===== config.mk =====
export PLATFORM = sky130hd
export DESIGN_NAME = bus_region_decoder_bit_band_unit
export DESIGN_NICKNAME = d
export VERILOG_FILES = /design/src/rtl/brd_pkg.sv /design/src/rtl/brd_if.sv /design/src/rtl/bus_region_decoder_bit_band_unit.sv /design/src/rtl/brd_front.sv /design/src/rtl/brd_back.sv
export SDC_FILE = /design/constraint.sdc
export NUM_CORES = 2
export LEC_CHECK = 0
export ABC_AREA = 1
export BUFFER_PORTS_ARGS = -buffer_cell sky130_fd_sc_hd__buf_2
export CORE_AREA = 5 5 349 351
export CTS_BUF_LIST = sky130_fd_sc_hd__clkbuf_4 sky130_fd_sc_hd__clkbuf_8 sky130_fd_sc_hd__clkbuf_16
export CTS_CLUSTER_SIZE = 16
export DETAILED_ROUTE_END_ITERATION = 7
export DIE_AREA = 0 0 354 356
export PLACE_DENSITY = 0.79
export SLEW_MARGIN = 20
export SYNTH_ARGS = -nofsm -noshare
export SYNTH_HDL_FRONTEND = slang
export SYNTH_HIERARCHICAL = 1
export SYNTH_SLANG_ARGS = --single-unit
export TNS_END_PERCENT = 1

===== constraint.sdc =====
create_clock -name clk -period 43.9 [get_ports clk]
set_input_delay 8.78 -clock clk [delete_from_list [all_inputs] [get_ports clk]]
set_output_delay 8.78 -clock clk [all_outputs]
set_load 0.01 [all_outputs]

===== src/rtl/brd_pkg.sv =====
// ----------------------------------------------------------------------------
// brd_pkg
// Shared types and constants of the bus region decoder with bit-band aliasing.
// ----------------------------------------------------------------------------
package brd_pkg;

  localparam logic [1:0] MODE_MAP  = 2'd0;
  localparam logic [1:0] MODE_READ = 2'd1;
  localparam logic [1:0] MODE_WRITE = 2'd2;
  localparam logic [1:0] MODE_RESP = 2'd3;

  localparam logic [1:0] KIND_DEV = 2'd0;
  localparam logic [1:0] KIND_BUS = 2'd1;
  localparam logic [1:0] KIND_MAP = 2'd2;

  localparam logic [2:0] ST_OK       = 3'd0;
  localparam logic [2:0] ST_UNMAPPED = 3'd1;
  localparam logic [2:0] ST_INVALID  = 3'd2;
  localparam logic [2:0] ST_OVERLAP  = 3'd3;
  localparam logic [2:0] ST_FULL     = 3'd4;
  localparam logic [2:0] ST_DEVERR   = 3'd5;
  localparam logic [2:0] ST_BUSY     = 3'd6;

  localparam logic [2:0] WK_IDLE      = 3'd0;
  localparam logic [2:0] WK_READ      = 3'd1;
  localparam logic [2:0] WK_WRITE     = 3'd2;
  localparam logic [2:0] WK_BB_READ   = 3'd3;
  localparam logic [2:0] WK_BB_RMW_RD = 3'd4;
  localparam logic [2:0] WK_BB_RMW_WR = 3'd5;

  localparam logic [1:0] WIDTH_WORD = 2'd2;

  localparam logic [31:0] BAND0_LO = 32'h2200_0000;
  localparam logic [31:0] BAND0_HI = 32'h2400_0000;
  localparam logic [31:0] BASE0    = 32'h2000_0000;
  localparam logic [31:0] BAND1_LO = 32'h4200_0000;
  localparam logic [31:0] BAND1_HI = 32'h4400_0000;
  localparam logic [31:0] BASE1    = 32'h4000_0000;

  typedef struct packed {
    logic [1:0]  mode;
    logic [31:0] addr;
    logic [32:0] limit_addr;
    logic [31:0] wdata;
    logic [1:0]  width;
    logic [3:0]  device_id;
    logic        device_present;
    logic [31:0] resp_data;
    logic        resp_ok;
    logic [3:0]  resp_code;
  } in_word_t;

  typedef struct packed {
    logic [1:0]  kind;
    logic [2:0]  status;
    logic [31:0] rdata;
    logic [3:0]  dev_id;
    logic [31:0] dev_offset;
    logic        dev_write;
    logic [31:0] dev_data;
    logic [1:0]  dev_width;
    logic [3:0]  dev_code;
  } out_word_t;

  // classified word passed from front to back
  typedef struct packed {
    logic [1:0]  mode;
    logic        is_bb;
    logic [31:0] addr;
    logic [32:0] limit_addr;
    logic [31:0] wdata;
    logic [1:0]  width;
    logic [3:0]  device_id;
    logic        device_present;
    logic [4:0]  bit_sel;
    logic [31:0] resp_data;
    logic        resp_ok;
    logic [3:0]  resp_code;
  } cls_word_t;

endpackage


===== src/rtl/brd_if.sv =====
// ----------------------------------------------------------------------------
// brd_in_if / brd_out_if
// Valid/ready channels for input and result words.
// ----------------------------------------------------------------------------
interface brd_in_if;
  logic                valid;
  logic                ready;
  brd_pkg::in_word_t   data;
  modport source (output valid, output data, input ready);
  modport sink   (input valid, input data, output ready);
endinterface

interface brd_out_if;
  logic                valid;
  logic                ready;
  brd_pkg::out_word_t  data;
  modport source (output valid, output data, input ready);
  modport sink   (input valid, input data, output ready);
endinterface


===== src/rtl/bus_region_decoder_bit_band_unit.sv =====
// ----------------------------------------------------------------------------
// bus_region_decoder_bit_band_unit
// Region table decoder with bit-band alias translation.
// ----------------------------------------------------------------------------
// An accepted input word is held in the front queue; its result word is registered in the back end when it is popped.
// Throughput: one word per cycle while the result side takes words.
// The table compare stage sets the rate; a two-entry queue decouples it.
// Reset clears region count, pending access and queues; table entries hold.
module bus_region_decoder_bit_band_unit #(
  parameter int REGIONS = 8
) (
  input  logic                clk,
  input  logic                rst_n,
  input  logic                in_valid,
  output logic                in_ready,
  input  brd_pkg::in_word_t   in_data,
  output logic                out_valid,
  input  logic                out_ready,
  output brd_pkg::out_word_t  out_data
);
  import brd_pkg::*;

  brd_in_if  in_ch ();
  brd_out_if out_ch ();
  logic      q_valid, q_pop;
  cls_word_t q_data;

  assign in_ch.valid = in_valid;
  assign in_ch.data = in_data;
  assign in_ready = in_ch.ready;
  assign out_valid = out_ch.valid;
  assign out_data = out_ch.data;
  assign out_ch.ready = out_ready;

  brd_front u_front (
    .clk(clk), .rst_n(rst_n), .in_ch(in_ch),
    .q_valid(q_valid), .q_data(q_data), .q_pop(q_pop)
  );

  brd_back #(.REGIONS(REGIONS)) u_back (
    .clk(clk), .rst_n(rst_n), .q_valid(q_valid), .q_data(q_data),
    .q_pop(q_pop), .out_ch(out_ch)
  );
endmodule


===== src/rtl/brd_front.sv =====
// ----------------------------------------------------------------------------
// brd_front
// Accept input words, decode bit-band aliases, push into a two-entry queue.
// ----------------------------------------------------------------------------
module brd_front (
  input  logic                clk,
  input  logic                rst_n,
  brd_in_if.sink              in_ch,
  output logic                q_valid,
  output brd_pkg::cls_word_t  q_data,
  input  logic                q_pop
);
  import brd_pkg::*;

  cls_word_t  q_r [2];
  logic       rd_r, wr_r;
  logic [1:0] cnt_r;
  logic       push;
  cls_word_t  cls;
  logic [31:0] a, off, tbyte;
  logic       in0, in1;

  always_comb begin
    a   = in_ch.data.addr;
    in0 = (a >= BAND0_LO) && (a < BAND0_HI);
    in1 = (a >= BAND1_LO) && (a < BAND1_HI);
    off = a - (in1 ? BAND1_LO : BAND0_LO);
    tbyte = (in1 ? BASE1 : BASE0) + (off >> 5);
    cls.mode = in_ch.data.mode;
    cls.is_bb = (in0 || in1) &&
                ((in_ch.data.mode == MODE_READ) || (in_ch.data.mode == MODE_WRITE));
    cls.addr = cls.is_bb ? {tbyte[31:2], 2'b00} : a;
    cls.limit_addr = in_ch.data.limit_addr;
    cls.wdata = in_ch.data.wdata;
    cls.width = (in_ch.data.width == 2'd3) ? WIDTH_WORD : in_ch.data.width;
    cls.device_id = in_ch.data.device_id;
    cls.device_present = in_ch.data.device_present;
    cls.bit_sel = {tbyte[1:0], off[4:2]};
    cls.resp_data = in_ch.data.resp_data;
    cls.resp_ok = in_ch.data.resp_ok;
    cls.resp_code = in_ch.data.resp_code;
  end

  assign in_ch.ready = (cnt_r != 2'd2);
  assign push = in_ch.valid && in_ch.ready;
  assign q_valid = (cnt_r != 2'd0);
  assign q_data = q_r[rd_r];

  always_ff @(posedge clk) begin
    if (!rst_n) begin
      rd_r <= 1'b0;
      wr_r <= 1'b0;
      cnt_r <= 2'd0;
    end else begin
      if (push) begin
        q_r[wr_r] <= cls;
        wr_r <= ~wr_r;
      end
      if (q_pop) rd_r <= ~rd_r;
      cnt_r <= cnt_r + {1'b0, push} - {1'b0, q_pop};
    end
  end

  assert property (@(posedge clk) disable iff (!rst_n) cnt_r <= 2'd2)
    else $error("queue count overflow");
  assert property (@(posedge clk) disable iff (!rst_n) q_pop |-> q_valid)
    else $error("pop from empty queue");
  assert property (@(posedge clk) disable iff (!rst_n)
    (cnt_r == 2'd2 && !q_pop) |=> cnt_r == 2'd2)
    else $error("full queue lost a word");
endmodule


===== src/rtl/brd_back.sv =====
// ----------------------------------------------------------------------------
// brd_back
// Region table, map checks, decode lookup, pending access tracking.
// ----------------------------------------------------------------------------
module brd_back #(
  parameter int REGIONS = 8
) (
  input  logic                clk,
  input  logic                rst_n,
  input  logic                q_valid,
  input  brd_pkg::cls_word_t  q_data,
  output logic                q_pop,
  brd_out_if.source           out_ch
);
  import brd_pkg::*;

  localparam int SW = (REGIONS > 1) ? $clog2(REGIONS) : 1;
  localparam int CW = $clog2(REGIONS + 1);

  logic [31:0] start_r [REGIONS];
  logic [32:0] end_r   [REGIONS];
  logic [3:0]  dev_r   [REGIONS];
  logic [CW-1:0] count_r, count_nxt;
  logic [2:0]  wait_r, wait_nxt;
  logic [4:0]  bsel_r, bsel_nxt;
  logic        setv_r, setv_nxt;
  logic [SW-1:0] slot_r, slot_nxt;
  logic [31:0] toff_r, toff_nxt;
  logic        ov_r;
  out_word_t   o_r, o_nxt;
  logic        emit, wr_map;

  logic [REGIONS-1:0] hit, ovl;
  logic          found;
  logic [SW-1:0] fslot;
  logic [31:0]   mask;

  always_comb begin
    hit = '0;
    ovl = '0;
    for (int i = 0; i < REGIONS; i++) begin
      if (CW'(i) < count_r) begin
        hit[i] = (q_data.addr >= start_r[i]) && ({1'b0, q_data.addr} < end_r[i]);
        ovl[i] = ({1'b0, q_data.addr} < end_r[i]) &&
                 ({1'b0, start_r[i]} < q_data.limit_addr);
      end
    end
    found = 1'b0;
    fslot = '0;
    for (int i = REGIONS - 1; i >= 0; i--) begin
      if (hit[i]) begin
        found = 1'b1;
        fslot = SW'(i);
      end
    end
  end

  assign q_pop = q_valid && (!ov_r || out_ch.ready);

  always_comb begin
    count_nxt = count_r;
    wait_nxt = wait_r;
    bsel_nxt = bsel_r;
    setv_nxt = setv_r;
    slot_nxt = slot_r;
    toff_nxt = toff_r;
    o_nxt = '0;
    emit = 1'b1;
    wr_map = 1'b0;
    mask = 32'd1 << bsel_r;
    case (q_data.mode)
      MODE_MAP: begin
        o_nxt.kind = KIND_MAP;
        if (!q_data.device_present) o_nxt.status = ST_INVALID;
        else if (|ovl) o_nxt.status = ST_OVERLAP;
        else if (count_r >= CW'(REGIONS)) o_nxt.status = ST_FULL;
        else begin
          o_nxt.status = ST_OK;
          wr_map = 1'b1;
          count_nxt = count_r + 1'b1;
        end
      end
      MODE_READ, MODE_WRITE: begin
        o_nxt.kind = KIND_BUS;
        if (wait_r != WK_IDLE) o_nxt.status = ST_BUSY;
        else if (!found) o_nxt.status = ST_UNMAPPED;
        else begin
          o_nxt.kind = KIND_DEV;
          o_nxt.dev_id = dev_r[fslot];
          o_nxt.dev_offset = q_data.addr - start_r[fslot];
          if (q_data.is_bb) begin
            o_nxt.dev_width = WIDTH_WORD;
            bsel_nxt = q_data.bit_sel;
            slot_nxt = fslot;
            toff_nxt = q_data.addr - start_r[fslot];
            setv_nxt = (q_data.mode == MODE_WRITE) && (q_data.wdata != 32'd0);
            wait_nxt = (q_data.mode == MODE_WRITE) ? WK_BB_RMW_RD : WK_BB_READ;
          end else begin
            o_nxt.dev_width = q_data.width;
            o_nxt.dev_write = (q_data.mode == MODE_WRITE);
            o_nxt.dev_data = (q_data.mode == MODE_WRITE) ? q_data.wdata : 32'd0;
            wait_nxt = (q_data.mode == MODE_WRITE) ? WK_WRITE : WK_READ;
          end
        end
      end
      default: begin
        o_nxt.kind = KIND_BUS;
        if (wait_r == WK_IDLE) emit = 1'b0;
        else if (!q_data.resp_ok) begin
          o_nxt.status = ST_DEVERR;
          o_nxt.dev_code = q_data.resp_code;
          wait_nxt = WK_IDLE;
        end else begin
          wait_nxt = WK_IDLE;
          case (wait_r)
            WK_READ: o_nxt.rdata = q_data.resp_data;
            WK_BB_READ: o_nxt.rdata = {31'd0, q_data.resp_data[bsel_r]};
            WK_BB_RMW_RD: begin
              o_nxt.kind = KIND_DEV;
              o_nxt.dev_id = dev_r[slot_r];
              o_nxt.dev_offset = toff_r;
              o_nxt.dev_write = 1'b1;
              o_nxt.dev_data = setv_r ? (q_data.resp_data | mask)
                                      : (q_data.resp_data & ~mask);
              o_nxt.dev_width = WIDTH_WORD;
              wait_nxt = WK_BB_RMW_WR;
            end
            default: o_nxt.rdata = 32'd0;
          endcase
        end
      end
    endcase
  end

  always_ff @(posedge clk) begin
    if (!rst_n) begin
      count_r <= '0;
      wait_r <= WK_IDLE;
      bsel_r <= '0;
      setv_r <= 1'b0;
      slot_r <= '0;
      toff_r <= '0;
      ov_r <= 1'b0;
    end else begin
      ov_r <= (q_pop && emit) || (ov_r && !out_ch.ready);
      if (q_pop) begin
        count_r <= count_nxt;
        wait_r <= wait_nxt;
        bsel_r <= bsel_nxt;
        setv_r <= setv_nxt;
        slot_r <= slot_nxt;
        toff_r <= toff_nxt;
        if (emit) o_r <= o_nxt;
        if (wr_map) begin
          start_r[count_r[SW-1:0]] <= q_data.addr;
          end_r[count_r[SW-1:0]] <= q_data.limit_addr;
          dev_r[count_r[SW-1:0]] <= q_data.device_id;
        end
      end
    end
  end

  assign out_ch.valid = ov_r;
  assign out_ch.data = o_r;

  assert property (@(posedge clk) disable iff (!rst_n) count_r <= CW'(REGIONS))
    else $error("region count above table size");
  assert property (@(posedge clk) disable iff (!rst_n) wait_r <= WK_BB_RMW_WR)
    else $error("bad wait code");
  assert property (@(posedge clk) disable iff (!rst_n)
    (q_pop && q_data.mode == MODE_MAP) |=> ov_r)
    else $error("map word gave no result");
endmodule

==> reports/metrics.csv <==
stage,metric,value,unit
detailed_routing,vias_per_cell,5.94,
layout,multi_input_comb_area,25100,µm²
pwr,powerDensity,48.4,nW/µm²
worst_setup_path,cp.arrival,11.93,ns
worst_setup_path,path_cells,buf_2 -> buf_4 -> inv_1 -> nor2_4 -> buf_4 -> buf_4,
cts,ctsResizeCount,0,
cts,cts_hold_buf,0,
placement,place_congestion,0.956,
grt,antenna_found_initial,19,
cts,cts_buffers,99,
synthesis,ys_seq_area_share,51.2,%
worst_setup_path,startpoint_type,primary input,
grt,grt_max_degree,162,
sta,tns,0,ns
detailed_routing,first_pass_iters,8,
synthesis,syn_nets,6532,
layout,layout_common_cells,"962 x edfxtp_1, 813 x nand2_1, 797 x ha_1",
detailed_routing,avgRoutedWirePerCell,22.6,µm
worst_setup_path,crit_path_end_kind,register,
grt,grt_remaining_overflow,0,
layout,finalNetCount,6819,
placement,hpwl,120,mm
sta,whs,0.464,ns
sta,min_period,11.63,ns
sta,slew_viol_final,0,
cts,cts_setup_buffers,0,
layout,fillers,9707,
detailed_routing,finalWirelength,170,mm
worst_setup_path,crit_top_cell,buf_4,
layout,area_delta_synth_final,11.0,%
layout,drive_above_1_share,12.3,%
placement,io_buffers,260,
floorplan,die_h,356,µm
floorplan,core-area,119000,µm²
floorplan,start_util,49.4,%
floorplan,fp.dieW,354,µm
sta,finalCritPeriodShare,26.5,%
worst_setup_path,required,44.20,ns
detailed_routing,vias,44600,
sta,fmax,86.0,MHz
floorplan,row_count,127,
cts,cts_tree,done,
worst_setup_path,reg2reg_slack,33.92,ns
cts,h-tree-depth,3,
sta,finalSetupViolations,0,
worst_setup_path,cp_max_fo,70,
detailed_routing,drtIter0Drc,5552,
cts,insertion_delay,0.69,ns
synthesis,synth-seq-cells,1019,
worst_setup_path,crit_path_top_delay_cell,buf_4,
min_path,hold_class,register to register,
flow_run,maxCapViolCount,0,
sta,clock-skew-final,0.0302,ns
grt,grt_pass1_wl,253,mm
sta,hold_violations,0,
cts,clkSinkCount,1019,
pwr,irDropWorstVdd,0.0317,mV
worst_setup_path,critPathMaxStageDelay,0.87,ns
sta,slew_headroom,25.1,%
cts,clk_path_buf_depth,3,
sta,rsz0062_at_grt,no,
synthesis,yosysWarnings,6,
floorplan,die_area,126000,µm²
synthesis,synth.avg_cell_area,10.5,µm²
grt,grt_pass1_vias,43600,
synthesis,syn_inst,5587,
synthesis,synth_cell_types,64,
layout,ff_latch_area,30000,µm²
detailed_routing,ant_nets,0,
status,outcome,finished with violations,
floorplan,io_pins,261,
cts,clk_pin_slew,0.06,ns
sta,tightest_slew,1.12,ns
cts,cts-root-buf,clkbuf_16,
grt,grtUsageTotal,26.1,%
layout,final_common_cell,edfxtp_1,
detailed_routing,drcViolationCount,1,
pwr,leakage,27.9,nW
synthesis,netlist_area,58700,µm²
worst_setup_path,critPathKind,primary input to register,
status,violations,design-rule violations,
-- flip-flops by register name, indices dropped and copies added, names as in the netlist, named ones only --
signal	cells
u_back/end_r	264
u_back/dev_r	32
u_back/setv_r	1
u_front/cnt_r	2
u_back/out_ch.valid	1
u_back/bsel_r	5
u_front/q_r	298
u_back/start_r	256
u_front/wr_r	1
u_back/out_ch.data	112
u_back/toff_r	32
u_back/wait_r	3
u_back/slot_r	3
u_back/count_r	4
u_front/rd_r	1
-- through the flow --
stage | instance area (µm²) | instances | setup slack (ns) | util, % | total power [mW]
3_5_place_dp | 61800 | 7320 | 31.61 | 52.0 | 2.28
2_1_floorplan | 58700 | 5587 | 24.11 | - | 1.90
6_report | 65100 | 7520 | 32.27 | 54.9 | 3.15
4_1_cts | 65100 | 7504 | 32.31 | 54.8 | 3.14
3_3_place_gp | 61800 | 7320 | 31.64 | 52.0 | 2.23
5_1_grt | 65100 | 7518 | 32.13 | 54.9 | 3.31
-- synthesized netlist by cell type, drive strengths merged --
library cell,count,area share (%)
or4,3,0.038
a21boi,4,0.058
nor3b,3,0.055
buf,79,0.82
and3,5,0.053
o211ai,75,0.96
o21bai,8,0.10
o311ai,4,0.060
nand2,824,5.3
and2,1,0.011
a22o,15,0.22
fa,1,0.034
nor2,333,2.2
ha,797,17
xor2,23,0.36
o221ai,9,0.13
o2bb2ai,1,0.015
a22oi,2,0.026
edfxtp,962,49
nand3,188,1.6
clkbuf,55,0.36
nand4,82,0.89
a21oi,503,4.5
nor3,68,0.61
or2,2,0.021
a221oi,4,0.060
o221a,9,0.17
o21ai,377,3.2
dfxtp,57,1.9
o21a,23,0.29
a2111oi,2,0.030
nor4,21,0.26
a31oi,46,0.49
inv,772,4.9
nand3b,4,0.051
mux2,149,2.9
xnor2,14,0.21
o2111ai,4,0.060
o22ai,9,0.096
nor4b,2,0.041
clkinv,4,0.026
a21o,16,0.20
a211oi,27,0.35
-- worst paths after layout --
kind                    start                     end  cells past startpoint
min reg2reg  u_back/toff_r[3]        u_back/toff_r[3]                      2
max                     rst_n      u_front/q_r[0][88]                      6
min          u_back/toff_r[3]        u_back/toff_r[3]                      2
max reg2reg          register  u_back/out_ch.data[67]                     36
-- cell type report --
class | count | share of cell area (%)
Antenna cell | 15 | 0.0576
Tap cell | 1548 | 2.97
Sequential cell | 1019 | 46.1
Clock buffer | 117 | 4.11
Clock inverter | 67 | 0.966
Timing Repair Buffer | 320 | 2.71
Inverter | 776 | 4.47
Multi-Input combinational cell | 3658 | 38.6
-- layer usage --
| metal | global-route usage (%) | wire length [µm] | vias up | share of wire (%) |
|---|---|---|---|---|
| met3 | 4.45 | 17300 | 536 | 10 |
| met2 | 42.0 | 77500 | 2449 | 46 |
| li1 | - | - | 20400 | - |
| met5 | 0 | 13 | - | 0.0077 |
| met4 | 12.6 | 8800 | 2 | 5.2 |
| met1 | 34.4 | 66200 | 21200 | 39 |
-- where the power goes --
group	total (mW)	leakage [nW]	internal (mW)	switching, mW
Combinational	1.10	17.0	0.347	0.751
Clock	0.863	1.65	0.483	0.380
Sequential	1.19	9.22	1.17	0.0199
Total	3.15	27.9	2.00	1.15
-- kinds of logic (layout without fill, tap and decap cells) --
logic type | count (synthesis) | in the layout | synth area share [%]
compound gates | 1138 | 1138 | 11.1
xor+xnor | 37 | 37 | 0.565
fa+ha+maj | 798 | 798 | 17.0
buf+inv | 910 | 1280 | 6.14
flops | 1019 | 1019 | 51.2
mux | 149 | 149 | 2.86
other cells | 0 | 15 | 0
simple gates | 1536 | 1536 | 11.1
-- worst max-delay path: cells and delay by family --
kind                   cells  cell delay, ns
buffers and inverters      5            2.30
AND/OR/NAND/NOR            1            0.61
(Power assumes the default switching activity.)
